File: config.mk
export PLATFORM = sky130hd
export DESIGN_NAME = neighbor_table_with_aging_top
export DESIGN_NICKNAME = d
export VERILOG_FILES = /design/src/hw/rtl/nta_pkg.sv /design/src/hw/rtl/nta_front.sv /design/src/hw/rtl/nta_back.sv /design/src/hw/rtl/neighbor_table_with_aging_top.sv
export VERILOG_INCLUDE_DIRS = /design/src /design/src/hw/rtl
export SDC_FILE = /design/constraint.sdc
export NUM_CORES = 2
export LEC_CHECK = 0
export ABC_AREA = 0
export BUFFER_PORTS_ARGS = -buffer_cell sky130_fd_sc_hd__buf_2
export CAP_MARGIN = 20
export CORE_ASPECT_RATIO = 0.8
export CORE_UTILIZATION = 40
export DETAILED_ROUTE_END_ITERATION = 7
export GPL_ROUTABILITY_DRIVEN = 0
export SYNTH_ARGS = -nofsm -noshare
export SYNTH_HDL_FRONTEND = slang
export SYNTH_SLANG_ARGS = --single-unit
File: constraint.sdc
create_clock -name clk -period 9.86 [get_ports clk]
set_input_delay 0.493 -clock clk [delete_from_list [all_inputs] [get_ports clk]]
set_output_delay 0.493 -clock clk [all_outputs]
set_load 0.03 [all_outputs]
File: src/hw/rtl/neighbor_table_with_aging_top_assert.svh
// Assertion macros shared by the neighbor table RTL.
`ifndef NEIGHBOR_TABLE_WITH_AGING_TOP_ASSERT_SVH
`define NEIGHBOR_TABLE_WITH_AGING_TOP_ASSERT_SVH
`ifndef NO_ASSERTIONS
`define NTA_ASSERT_IMPL(label, clk, rst, ante, cons, msg) \
  label: assert property (@(posedge clk) disable iff (rst) (ante) |-> (cons)) \
    else $error(msg);
`define NTA_ASSERT_NEXT(label, clk, rst, ante, cons, msg) \
  label: assert property (@(posedge clk) disable iff (rst) (ante) |=> (cons)) \
    else $error(msg);
`else
`define NTA_ASSERT_IMPL(label, clk, rst, ante, cons, msg)
`define NTA_ASSERT_NEXT(label, clk, rst, ante, cons, msg)
`endif
`endif

File: src/hw/rtl/nta_pkg.sv
// Package: constants, codes and the command beat type of the neighbor table.
package nta_pkg;
  localparam int TableDepth = 16;
  localparam int IfaceCount = 4;
  localparam int SlotW = $clog2(TableDepth);
  localparam int IfcNumW = $clog2(IfaceCount);
  localparam int CntW = $clog2(TableDepth + 1);
  localparam logic [7:0] DeadReset = 8'd15;

  localparam logic [2:0] EV_REFRESH = 3'd0;
  localparam logic [2:0] EV_ADDED = 3'd1;
  localparam logic [2:0] EV_EXPIRED = 3'd2;
  localparam logic [2:0] EV_FULL = 3'd3;
  localparam logic [2:0] EV_QUIET = 3'd4;

  localparam logic FUNC_HELLO = 1'b0;
  localparam logic FUNC_TICK = 1'b1;

  typedef struct packed {
    logic func;
    logic [1:0] iface;
    logic [31:0] rid;
    logic [31:0] addr;
    logic [31:0] mask;
  } cmd_t;
endpackage

File: src/hw/rtl/nta_front.sv
// Front end: accept a command beat and hold it in a two-entry queue.
module nta_front (
  input  logic          clk,
  input  logic          rst,
  input  logic          start,
  input  nta_pkg::cmd_t cmd_in,
  output logic          full,
  output logic          q_valid,
  output nta_pkg::cmd_t q_cmd,
  input  logic          q_pop
);
  import nta_pkg::*;
  cmd_t mem [2];
  logic wp, rp;
  logic [1:0] cnt;
  logic push;

  assign full = (cnt == 2'd2);
  assign push = start && !full;
  assign q_valid = (cnt != 2'd0);
  assign q_cmd = mem[rp];

  always_ff @(posedge clk) begin
    if (push) mem[wp] <= cmd_in;
    if (rst) begin
      wp <= 1'b0;
      rp <= 1'b0;
      cnt <= 2'd0;
    end else begin
      if (push) wp <= ~wp;
      if (q_pop) rp <= ~rp;
      cnt <= cnt + {1'b0, push} - {1'b0, q_pop};
    end
  end

  `include "neighbor_table_with_aging_top_assert.svh"
  `NTA_ASSERT_IMPL(a_no_pop_empty, clk, rst, q_pop, q_valid, "pop from empty queue")
  `NTA_ASSERT_IMPL(a_cnt_range, clk, rst, 1'b1, cnt != 2'd3, "queue count out of range")
  `NTA_ASSERT_NEXT(a_push_grows, clk, rst, push && !q_pop, cnt != 2'd0, "push lost")
endmodule

File: src/hw/rtl/nta_back.sv
// Back end: walk the table slot by slot for each command and emit results.
module nta_back (
  input  logic          clk,
  input  logic          rst,
  input  logic [7:0]    dead_ticks,
  input  logic          q_valid,
  input  nta_pkg::cmd_t q_cmd,
  output logic          q_pop,
  output logic          done,
  output logic [2:0]    event_res,
  output logic [1:0]    out_iface,
  output logic [31:0]   out_router_id,
  output logic [31:0]   out_addr,
  output logic [31:0]   out_mask,
  output logic [4:0]    iface_count,
  output logic          last,
  output logic          tick_end
);
  import nta_pkg::*;

  typedef enum logic [2:0] {
    S_IDLE = 3'b001,
    S_SCAN = 3'b010,
    S_FIN  = 3'b100
  } state_t;

  state_t state;
  cmd_t cur;
  logic [SlotW-1:0] slot;
  logic [TableDepth-1:0] valid;
  logic [1:0] e_ifc [TableDepth];
  logic [31:0] e_rid [TableDepth];
  logic [31:0] e_addr [TableDepth];
  logic [31:0] e_mask [TableDepth];
  logic [7:0] e_alive [TableDepth];
  logic [CntW-1:0] ncount [IfaceCount];
  logic have_free;
  logic [SlotW-1:0] free_slot;
  logic any_exp;

  logic sv;
  logic [1:0] s_ifc;
  logic [31:0] s_rid, s_addr, s_mask;
  logic [7:0] s_alive;
  logic is_last_slot, hit, ifc_ok;
  logic [IfcNumW-1:0] cifc, sifc;
  logic [CntW-1:0] ccnt, scnt_dec;

  always_comb begin
    sv = valid[slot];
    s_ifc = e_ifc[slot];
    s_rid = e_rid[slot];
    s_addr = e_addr[slot];
    s_mask = e_mask[slot];
    s_alive = e_alive[slot];
    is_last_slot = (slot == SlotW'(TableDepth - 1));
    ifc_ok = ({30'd0, cur.iface} < 32'(IfaceCount));
    cifc = IfcNumW'(cur.iface);
    sifc = IfcNumW'(s_ifc);
    ccnt = ifc_ok ? ncount[cifc] : '0;
    scnt_dec = ncount[sifc] - CntW'(1);
    hit = sv && (s_ifc == cur.iface) && (s_rid == cur.rid);
  end

  assign q_pop = (state == S_IDLE) && q_valid;

  always_ff @(posedge clk) begin
    if (rst) begin
      state <= S_IDLE;
      valid <= '0;
      for (int i = 0; i < IfaceCount; i++) ncount[i] <= '0;
      slot <= '0;
      have_free <= 1'b0;
      free_slot <= '0;
      any_exp <= 1'b0;
      done <= 1'b0;
      last <= 1'b0;
      tick_end <= 1'b0;
    end else begin
      case (state)
        S_IDLE: begin
          tick_end <= 1'b0;
          if (q_valid) begin
            cur <= q_cmd;
            slot <= '0;
            have_free <= 1'b0;
            any_exp <= 1'b0;
            if (q_cmd.func == FUNC_HELLO &&
                !({30'd0, q_cmd.iface} < 32'(IfaceCount))) begin
              done <= 1'b1;
              last <= 1'b1;
              event_res <= EV_FULL;
              out_iface <= q_cmd.iface;
              out_router_id <= q_cmd.rid;
              out_addr <= q_cmd.addr;
              out_mask <= q_cmd.mask;
              iface_count <= '0;
            end else begin
              done <= 1'b0;
              last <= 1'b0;
              state <= S_SCAN;
            end
          end else begin
            done <= 1'b0;
            last <= 1'b0;
          end
        end
        S_SCAN: begin
          tick_end <= 1'b0;
          if (cur.func == FUNC_TICK) begin
            last <= 1'b0;
            if (sv && s_alive > 8'd1) begin
              e_alive[slot] <= s_alive - 8'd1;
              done <= 1'b0;
            end else if (sv) begin
              // Drop the slot and report it.
              valid[slot] <= 1'b0;
              any_exp <= 1'b1;
              ncount[sifc] <= scnt_dec;
              done <= 1'b1;
              event_res <= EV_EXPIRED;
              out_iface <= s_ifc;
              out_router_id <= s_rid;
              out_addr <= s_addr;
              out_mask <= s_mask;
              iface_count <= 5'(scnt_dec);
            end else begin
              done <= 1'b0;
            end
            if (is_last_slot) state <= S_FIN;
            else slot <= slot + SlotW'(1);
          end else begin
            if (hit) begin
              e_alive[slot] <= dead_ticks;
              done <= 1'b1;
              last <= 1'b1;
              event_res <= EV_REFRESH;
              out_iface <= cur.iface;
              out_router_id <= cur.rid;
              out_addr <= s_addr;
              out_mask <= s_mask;
              iface_count <= 5'(ccnt);
              state <= S_IDLE;
            end else begin
              done <= 1'b0;
              last <= 1'b0;
              if (!sv && !have_free) begin
                have_free <= 1'b1;
                free_slot <= slot;
              end
              if (is_last_slot) state <= S_FIN;
              else slot <= slot + SlotW'(1);
            end
          end
        end
        S_FIN: begin
          state <= S_IDLE;
          if (cur.func == FUNC_TICK) begin
            // Close the tick: flag the end of the expiries or report a quiet tick.
            if (any_exp) begin
              done <= 1'b0;
              last <= 1'b0;
              tick_end <= 1'b1;
            end else begin
              done <= 1'b1;
              last <= 1'b1;
              tick_end <= 1'b0;
              event_res <= EV_QUIET;
              out_iface <= '0;
              out_router_id <= '0;
              out_addr <= '0;
              out_mask <= '0;
              iface_count <= '0;
            end
          end else begin
            done <= 1'b1;
            last <= 1'b1;
            tick_end <= 1'b0;
            out_iface <= cur.iface;
            out_router_id <= cur.rid;
            out_addr <= cur.addr;
            out_mask <= cur.mask;
            if (have_free) begin
              valid[free_slot] <= 1'b1;
              e_ifc[free_slot] <= cur.iface;
              e_rid[free_slot] <= cur.rid;
              e_addr[free_slot] <= cur.addr;
              e_mask[free_slot] <= cur.mask;
              e_alive[free_slot] <= dead_ticks;
              ncount[cifc] <= ccnt + CntW'(1);
              event_res <= EV_ADDED;
              iface_count <= 5'(ccnt + CntW'(1));
            end else begin
              event_res <= EV_FULL;
              iface_count <= 5'(ccnt);
            end
          end
        end
        default: begin
          state <= S_IDLE;
          done <= 1'b0;
          last <= 1'b0;
          tick_end <= 1'b0;
        end
      endcase
    end
  end

  `include "neighbor_table_with_aging_top_assert.svh"
  `NTA_ASSERT_IMPL(a_pop_idle, clk, rst, q_pop, state == S_IDLE, "pop outside idle")
  `NTA_ASSERT_NEXT(a_fin_idle, clk, rst, state == S_FIN, state == S_IDLE, "fin must end")
  `NTA_ASSERT_IMPL(a_last_done, clk, rst, last, done, "last without strobe")
  `NTA_ASSERT_IMPL(a_end_quiet, clk, rst, tick_end, !done, "tick end with strobe")
endmodule

File: src/hw/rtl/neighbor_table_with_aging_top.sv
// Top level of the neighbor table with dead-interval aging.
// Commands enter on start while busy is low and wait in a two-deep queue;
// busy rises only when two commands are waiting. The back end takes one
// command at a time: it picks the command up in its idle state, walks the
// 16 slots in its scan state, then finishes in its closing state, though a
// hello that hits stops the walk at that slot. A hello answers on a hit or
// after the walk; a tick always walks all 16 slots and gives one expiry
// beat per removed slot, in slot order, or one quiet beat. Each beat goes
// out through the output register. Results appear for exactly one cycle
// on done; the receiver cannot stall them, so each beat must be taken when
// done is high. Because the expiry beats of a tick are emitted during the
// walk, last cannot be known on the beat itself: the result path holds
// each expiry until the next one arrives or the walk ends, and sets last
// on the final one. Configuration of dead_ticks is always ready and takes
// effect for any hello that refreshes or adds an entry after the write.
module neighbor_table_with_aging_top (
  input  logic        clk,
  input  logic        rst,
  input  logic        start,
  output logic        busy,
  input  logic        func,
  input  logic [1:0]  iface_index,
  input  logic [31:0] hello_id,
  input  logic [31:0] source_addr,
  input  logic [31:0] net_mask,
  input  logic        cfg_valid,
  output logic        cfg_ready,
  input  logic [7:0]  cfg_data,
  output logic        done,
  output logic [2:0]  event_res,
  output logic [1:0]  out_iface,
  output logic [31:0] out_router_id,
  output logic [31:0] out_addr,
  output logic [31:0] out_mask,
  output logic [4:0]  iface_count,
  output logic        last
);
  import nta_pkg::*;

  logic [7:0] dead_ticks;
  cmd_t cmd_in, q_cmd;
  logic q_valid, q_pop;
  logic b_done, b_last, b_tick_end;
  logic [2:0] b_ev;
  logic [1:0] b_ifc;
  logic [31:0] b_rid, b_addr, b_mask;
  logic [4:0] b_cnt;
  logic held;
  logic [1:0] h_ifc;
  logic [31:0] h_rid, h_addr, h_mask;
  logic [4:0] h_cnt;

  assign cfg_ready = 1'b1;
  assign cmd_in = '{func: func, iface: iface_index, rid: hello_id,
                    addr: source_addr, mask: net_mask};

  always_ff @(posedge clk) begin
    if (rst) dead_ticks <= DeadReset;
    else if (cfg_valid && cfg_ready) dead_ticks <= cfg_data;
  end

  nta_front u_front (
    .clk(clk), .rst(rst), .start(start), .cmd_in(cmd_in), .full(busy),
    .q_valid(q_valid), .q_cmd(q_cmd), .q_pop(q_pop)
  );

  nta_back u_back (
    .clk(clk), .rst(rst), .dead_ticks(dead_ticks), .q_valid(q_valid),
    .q_cmd(q_cmd), .q_pop(q_pop), .done(b_done), .event_res(b_ev),
    .out_iface(b_ifc), .out_router_id(b_rid), .out_addr(b_addr),
    .out_mask(b_mask), .iface_count(b_cnt), .last(b_last),
    .tick_end(b_tick_end)
  );

  // Hold back each expiry beat. A new expiry releases the held one without
  // last; the back end's end-of-walk flag, raised in the cycle after its
  // closing state, releases the final held expiry with last set. Other beats
  // pass straight through the output register.
  always_ff @(posedge clk) begin
    if (rst) begin
      held <= 1'b0;
      done <= 1'b0;
      last <= 1'b0;
    end else if (b_done && b_ev == EV_EXPIRED) begin
      done <= held;
      last <= 1'b0;
      event_res <= EV_EXPIRED;
      out_iface <= h_ifc;
      out_router_id <= h_rid;
      out_addr <= h_addr;
      out_mask <= h_mask;
      iface_count <= h_cnt;
      held <= 1'b1;
      h_ifc <= b_ifc;
      h_rid <= b_rid;
      h_addr <= b_addr;
      h_mask <= b_mask;
      h_cnt <= b_cnt;
    end else if (b_done) begin
      done <= 1'b1;
      last <= b_last;
      event_res <= b_ev;
      out_iface <= b_ifc;
      out_router_id <= b_rid;
      out_addr <= b_addr;
      out_mask <= b_mask;
      iface_count <= b_cnt;
    end else if (held && b_tick_end) begin
      done <= 1'b1;
      last <= 1'b1;
      event_res <= EV_EXPIRED;
      out_iface <= h_ifc;
      out_router_id <= h_rid;
      out_addr <= h_addr;
      out_mask <= h_mask;
      iface_count <= h_cnt;
      held <= 1'b0;
    end else begin
      done <= 1'b0;
    end
  end
endmodule
== Yosys cells after proc, flatten, opt, wreduce, memory -nomap -nowiden ==
Memories as Yosys holds them, arrays and structs flattened. A register that Yosys moved wholly into a read port is not among the register bits.
Cells that the tools add are included.

* Word-level logic and storage cells: 267
* Output and inout port bits: 110
* Input port bits: 111
* Memories kept: 7
* RAM bits: 1,914
* Flip-flop bits (word level): 362

* Bitwise gates (word level): 10
* $lt $le $gt $ge: 5
* Add/sub/neg operators: 6
* Equality and inequality tests: 23
* Reductions and logical operators: 34
* Multiplexer cells: 149

{| class="wikitable"
|+ Memories
! memory !! words !! bits a word !! rd ports !! clocked after memory_dff !! write ports !! RTL line !! RTL
|-
| u_back.e_addr || 16 || 32 || 1 || 1 || 1 || nta_back.sv:33 || <nowiki>logic [31:0] e_addr [TableDepth];</nowiki>
|-
| u_back.e_mask || 16 || 32 || 1 || 1 || 1 || nta_back.sv:34 || <nowiki>logic [31:0] e_mask [TableDepth];</nowiki>
|-
| u_back.e_rid || 16 || 32 || 1 || 1 || 1 || nta_back.sv:32 || <nowiki>logic [31:0] e_rid [TableDepth];</nowiki>
|-
| u_front.mem || 2 || 99 || 1 || 1 || 1 || nta_front.sv:13 || <nowiki>cmd_t mem [2];</nowiki>
|-
| u_back.e_alive || 16 || 8 || 1 || 1 || 1 || nta_back.sv:35 || <nowiki>logic [7:0] e_alive [TableDepth];</nowiki>
|-
| u_back.e_ifc || 16 || 2 || 1 || 1 || 1 || nta_back.sv:31 || <nowiki>logic [1:0] e_ifc [TableDepth];</nowiki>
|-
| 1 more memories || -- || -- || -- || -- || -- || -- ||
|}

{| class="wikitable"
|+ Operator list
! operator !! count
|-
| 32-bit two-way mux || 25
|-
| 32-bit one-hot mux with 2 select lines || 3
|-
| 16-bit two-way mux || 5
|-
| 4-bit two-way mux || 15
|-
| 5-bit two-way mux || 12
|-
| 1-bit two-way mux || 50
|-
| 3-bit two-way mux || 12
|-
| 32-bit == test || 1
|-
| 16-bit one-hot mux with 2 select lines || 1
|-
| 2-bit two-way mux || 12
|-
| 16-bit bitwise AND || 1
|-
| 8-bit two-way mux || 2
|-
| 16-bit NOT || 1
|-
| 16-bit bitwise OR || 1
|-
| 3-bit one-hot mux with 2 select lines || 2
|-
| 6-bit AND reduction || 2
|-
| 1-bit logical AND || 10
|-
| 4-bit by 5-bit less-than comparator with 1-bit output, second input constant || 2
|-
| 2-bit by 1-bit inequality test with 1-bit output, second input constant || 5
|-
| 2-bit inequality test, second input constant || 5
|-
| 5-bit one-hot mux with 2 select lines || 1
|-
| 5-bit AND reduction || 2
|-
| 2-bit nonzero test || 5
|-
| 5-bit OR reduction || 2
|-
| 32 further kinds || 50
|}

== Logic depth before layout (Yosys ltp) ==
* Word-level depth: 11
* Gate-level depth with buffers: 18
* Gate-level depth less buffers: 12

== Hierarchy ==
A second synthesis with hierarchy kept.

* Cell total of the unflattened synthesis: 4,264
* Area, all modules: 91,278.8 um2

{| class="wikitable"
|+ By module, submodules not included
! module !! times used !! area an instance (um2) !! cells an instance !! sequential area each (um2)
|-
| nta_back || 1 || 75,817.7 || 3,558 || 58,446.1
|-
| neighbor_table_with_aging_top || 1 || 8,066.5 || 373 || 6,496.2
|-
| nta_front || 1 || 7,394.6 || 333 || 6,045.8
|}

== Worst setup path after synthesis ==
No wires, ideal clock.

* Kind: flip-flop to flip-flop
* Start: register u_back.state[1]
* End: memory u_back.e_addr[0][0], enable pin
* Required time: 9.185 ns
* Cell stages (with the launch flop): 9
* Slack: 0.763 ns
* Path buffers: 2
* Clock period less this slack: 9.097 ns
* Setup time: 0.675 ns
* Arrival time: 8.423 ns
* Cells stage by stage: dfxtp_1 nor2_1 and2_1 clkbuf_1 and3_1 clkbuf_1 nand2_1 or3_1 nor3_1

* Cells in the longest elaborated chain, start to end: 4

{| class="wikitable"
|+ Ends and longest elaborated chain
! item !! RTL line !! RTL
|-
| start: declaration || nta_back.sv:27 || <nowiki>state_t state;</nowiki>
|-
| start signal: assignment || nta_back.sv:69 || <nowiki>state <= S_IDLE;</nowiki>
|-
| start signal: assignment || nta_back.sv:101 || <nowiki>state <= S_SCAN;</nowiki>
|-
| start signal: assignment || nta_back.sv:130 || <nowiki>if (is_last_slot) state <= S_FIN;</nowiki>
|-
| 3-bit == test || nta_back.sv:80 || <nowiki>case (state)</nowiki>
|-
| 1-bit two-way mux || nta_back.sv:80 ||
|-
| 1-bit two-way mux || nta_back.sv:68 || <nowiki>if (rst) begin</nowiki>
|-
| 1-bit two-way mux (implied by the code) || nta_back.sv:187 || <nowiki>e_addr[free_slot] <= cur.addr;</nowiki>
|-
| end: declaration || nta_back.sv:33 ||
|}

No other way between the ends.

==> results_dict.tcl <==
set metrics [dict create \
    status "finished, final reports clean" \
    synth_top_cell_by_area "edfxtp_1" \
    fin_skew_ns 0.0589 \
    cts.sinks 2379 \
    cts_root_buf "clkbuf_16" \
    initial_utilization_pct 40.2 \
    critPathMaxFanout 100 \
    place_ws_ns 3.91 \
    tns_ns 0 \
    ir_worst_vdd_v 0.000152 \
    clock_path_buffers 4 \
    yosysUniqueCellTypes 75 \
    async_reset_ff_share_pct 0 \
    drcViolationCount 0 \
    maxCapViolCount 0 \
    io_pins 221 \
    worst_slack_ns 3.82 \
    grt_overflow 0 \
    synth_edf_count 2328 \
    setup_violations 0 \
    start_kind "register" \
    synth_top_area_share_pct 76.9 \
    reg2reg_to "u_back.e_alive[1][4]" \
    period_share_pct 61.3 \
    grt_pass1_vias 44200 \
    avgRoutedWirePerCell_um 27.2 \
    finish.utilization_pct 46.2 \
    power_mw 22.2 \
    final_cells 7879 \
    maxSlewViolCount 0 \
    dieArea_mm2 0.229 \
    yosysWarnings 0 \
    cts_tree "yes" \
    synth.avg_cell_area_um2 21.4 \
    syn2layout_area_growth_pct 14.7 \
    htree_levels 4 \
    cts_buffers 234 \
    period_needed_ns 6.04 \
    num_vias 43300 \
    worstSkewPairLatency_ns 0.88 \
    synthTopCellsByCount "2,328 x edfxtp_1, 479 x mux4_2, 241 x mux2_2" \
    numPortBuffers 219 \
    synth_area_mm2 0.0909 \
    crit_required_ns 10.42 \
    wirelength_um 214000 \
    grt_antenna_before_repair 5 \
    die_h_um 428 \
    synth_area_leaders "edfxtp_1 77%, mux4_2 12%, mux2_2 3.0%" \
    vias_per_cell 5.49 \
    drive_gt1_share_pct 28.8 \
    r2r_setup_slack_ns 3.82 \
    rsz0062_at_grt "false" \
    dp.final_hpwl_um 112000 \
    yosysMostFrequentCell "edfxtp_1" \
    ys.flop_type "edfxtp_1" \
    finalHoldViolations 0 \
    grt_pass1_wl_um 311000 \
    clk_pin_slew_worst_paths_ns 0.06 \
    ant_nets 0 \
    worst_pin_slew_ns 1.06 \
    cp-end-kind "register" \
    powerDensity_mw_per_mm2 213 \
    cp.arrival_ns 6.60 \
    drt_first_pass_iters 6 \
    slew_headroom_pct 28.5 \
    track_usage_pct 18.6 \
    placedCellCount 7343 \
    synth.yosys.seq_area_share_pct 78.0 \
    min_path_type "in -> reg" \
    num-nets-final 4816 \
    maxClockFrequency_ghz 0.166 \
    worstRegToRegCells 11 \
    core.rowCount 156 \
    crit_path_end "u_back.e_alive[1][4]" \
    power.leakage_nw 32.8 \
    syn_nets 4379 \
    grt_max_degree 101 \
    drt-initial-drc-count 4642 \
    synth_seq_cells 2379 \
    die_w_um 535 \
    syn_inst 4258 \
    core_mm2 0.226 \
    crit_type "reg -> reg" \
]
## routing by layer
layer	wire (um)	track usage, %
met4	4420	4.36
met2	102000	29.5
met5	10	0
met1	95200	27.1
met3	12700	2.72
## state kept, by name, indices dropped and copies added, names as in the netlist, 97 cells and up, named ones only
name            count
u_back.cur         97
u_back.e_addr     512
u_back.e_alive    128
u_back.e_mask     512
u_back.e_rid      512
u_front.mem       198
## report_power, final
part / leakage, nW / internal, mW / switching, mW / total, mW
Clock: 3.61 / 4.94 / 3.74 / 8.68
Sequential: 21.5 / 11.8 / 0.473 / 12.2
Combinational: 7.68 / 0.501 / 0.763 / 1.26
Total: 32.8 / 17.2 / 4.98 / 22.2
## per-stage QoR
stage                     area, um2  hold WS (ns)
after CTS                    104000         0.240
final                        104000         0.323
after global placement        95800         0.432
after floorplan               90900         0.422
after global routing         104000         0.311
after detailed placement      95800         0.434
## logic make-up (layout without fill, tap and decap cells)
| logic type | count (synthesis) | in the layout | share of synthesized area, % |
|---|---|---|---|
| AO/OA/AOI/OAI | 286 | 286 | 1.99 |
| XOR/XNOR | 51 | 51 | 0.491 |
| adder cells (fa/ha/maj) | 10 | 10 | 0.138 |
| buffers and inverters | 263 | 880 | 1.30 |
| flip-flops | 2379 | 2379 | 78.0 |
| multiplexers | 806 | 806 | 15.8 |
| other | 1 | 3 | 0.00412 |
| AND/OR/NAND/NOR | 462 | 462 | 2.29 |
## repair_timing
item / in CTS / in global routing
buffers inserted: 0 / 0
gates resized for setup: 0 / 0
hold endpoints to repair: 207 / 0
hold buffers: 116 / 0
## cells in the final DEF, fill, tap and decap left out, drive strengths merged, types with 14 or more instances in the layout
cell and n:
o22ai 31, dfxtp 51, mux2i 85, inv 50, clkinv 110, o21ai 99, a21oi 44, edfxtp 2328
and3 14, xnor2 44, mux4 479, a22oi 15, a211oi 14, nor2b 16, clkbuf 275, nor2 102
nand3 16, nor3 31, mux2 242, bufinv 22, nand2 221, buf 299, dlygate4sd3 116
## cell type report
class,instances,area [um2]
inverter,48,188
antenna,2,5.00
tap,3002,3760
multi-input combinational,1616,19000
timing repair buffer,416,3090
clock buffer,274,6050
fill,18700,122000
clock inverter,142,1310
sequential,2379,70900
## critical path, cell delays in order (launching register included)
cell and delay, ns:
dfxtp_4 0.85, buf_12 0.66, inv_2 0.59, mux2_2 0.47, xnor2_1 0.15, nand4_1 0.23, nor4_1 0.60, and4_1 0.29
buf_4 0.35, o21ai_1 0.20, a211oi_1 0.83, buf_2 0.30
## worst min path at each step
stage	start	to	slack [ns]	cells after the start
3_5_place_dp	u_back.out_mask[5]	h_mask[5]	0.43	0
2_1_floorplan	u_back.out_addr[0]	h_addr[0]	0.42	0
4_1_cts	rst	dead_ticks[1]	0.24	4
3_3_place_gp	u_back.out_mask[16]	h_mask[16]	0.43	0
6_report	rst	dead_ticks[1]	0.32	4
5_1_grt	hello_id[21]	u_front.mem[0][85]	0.31	2
Power figures use the tool's default switching activity.
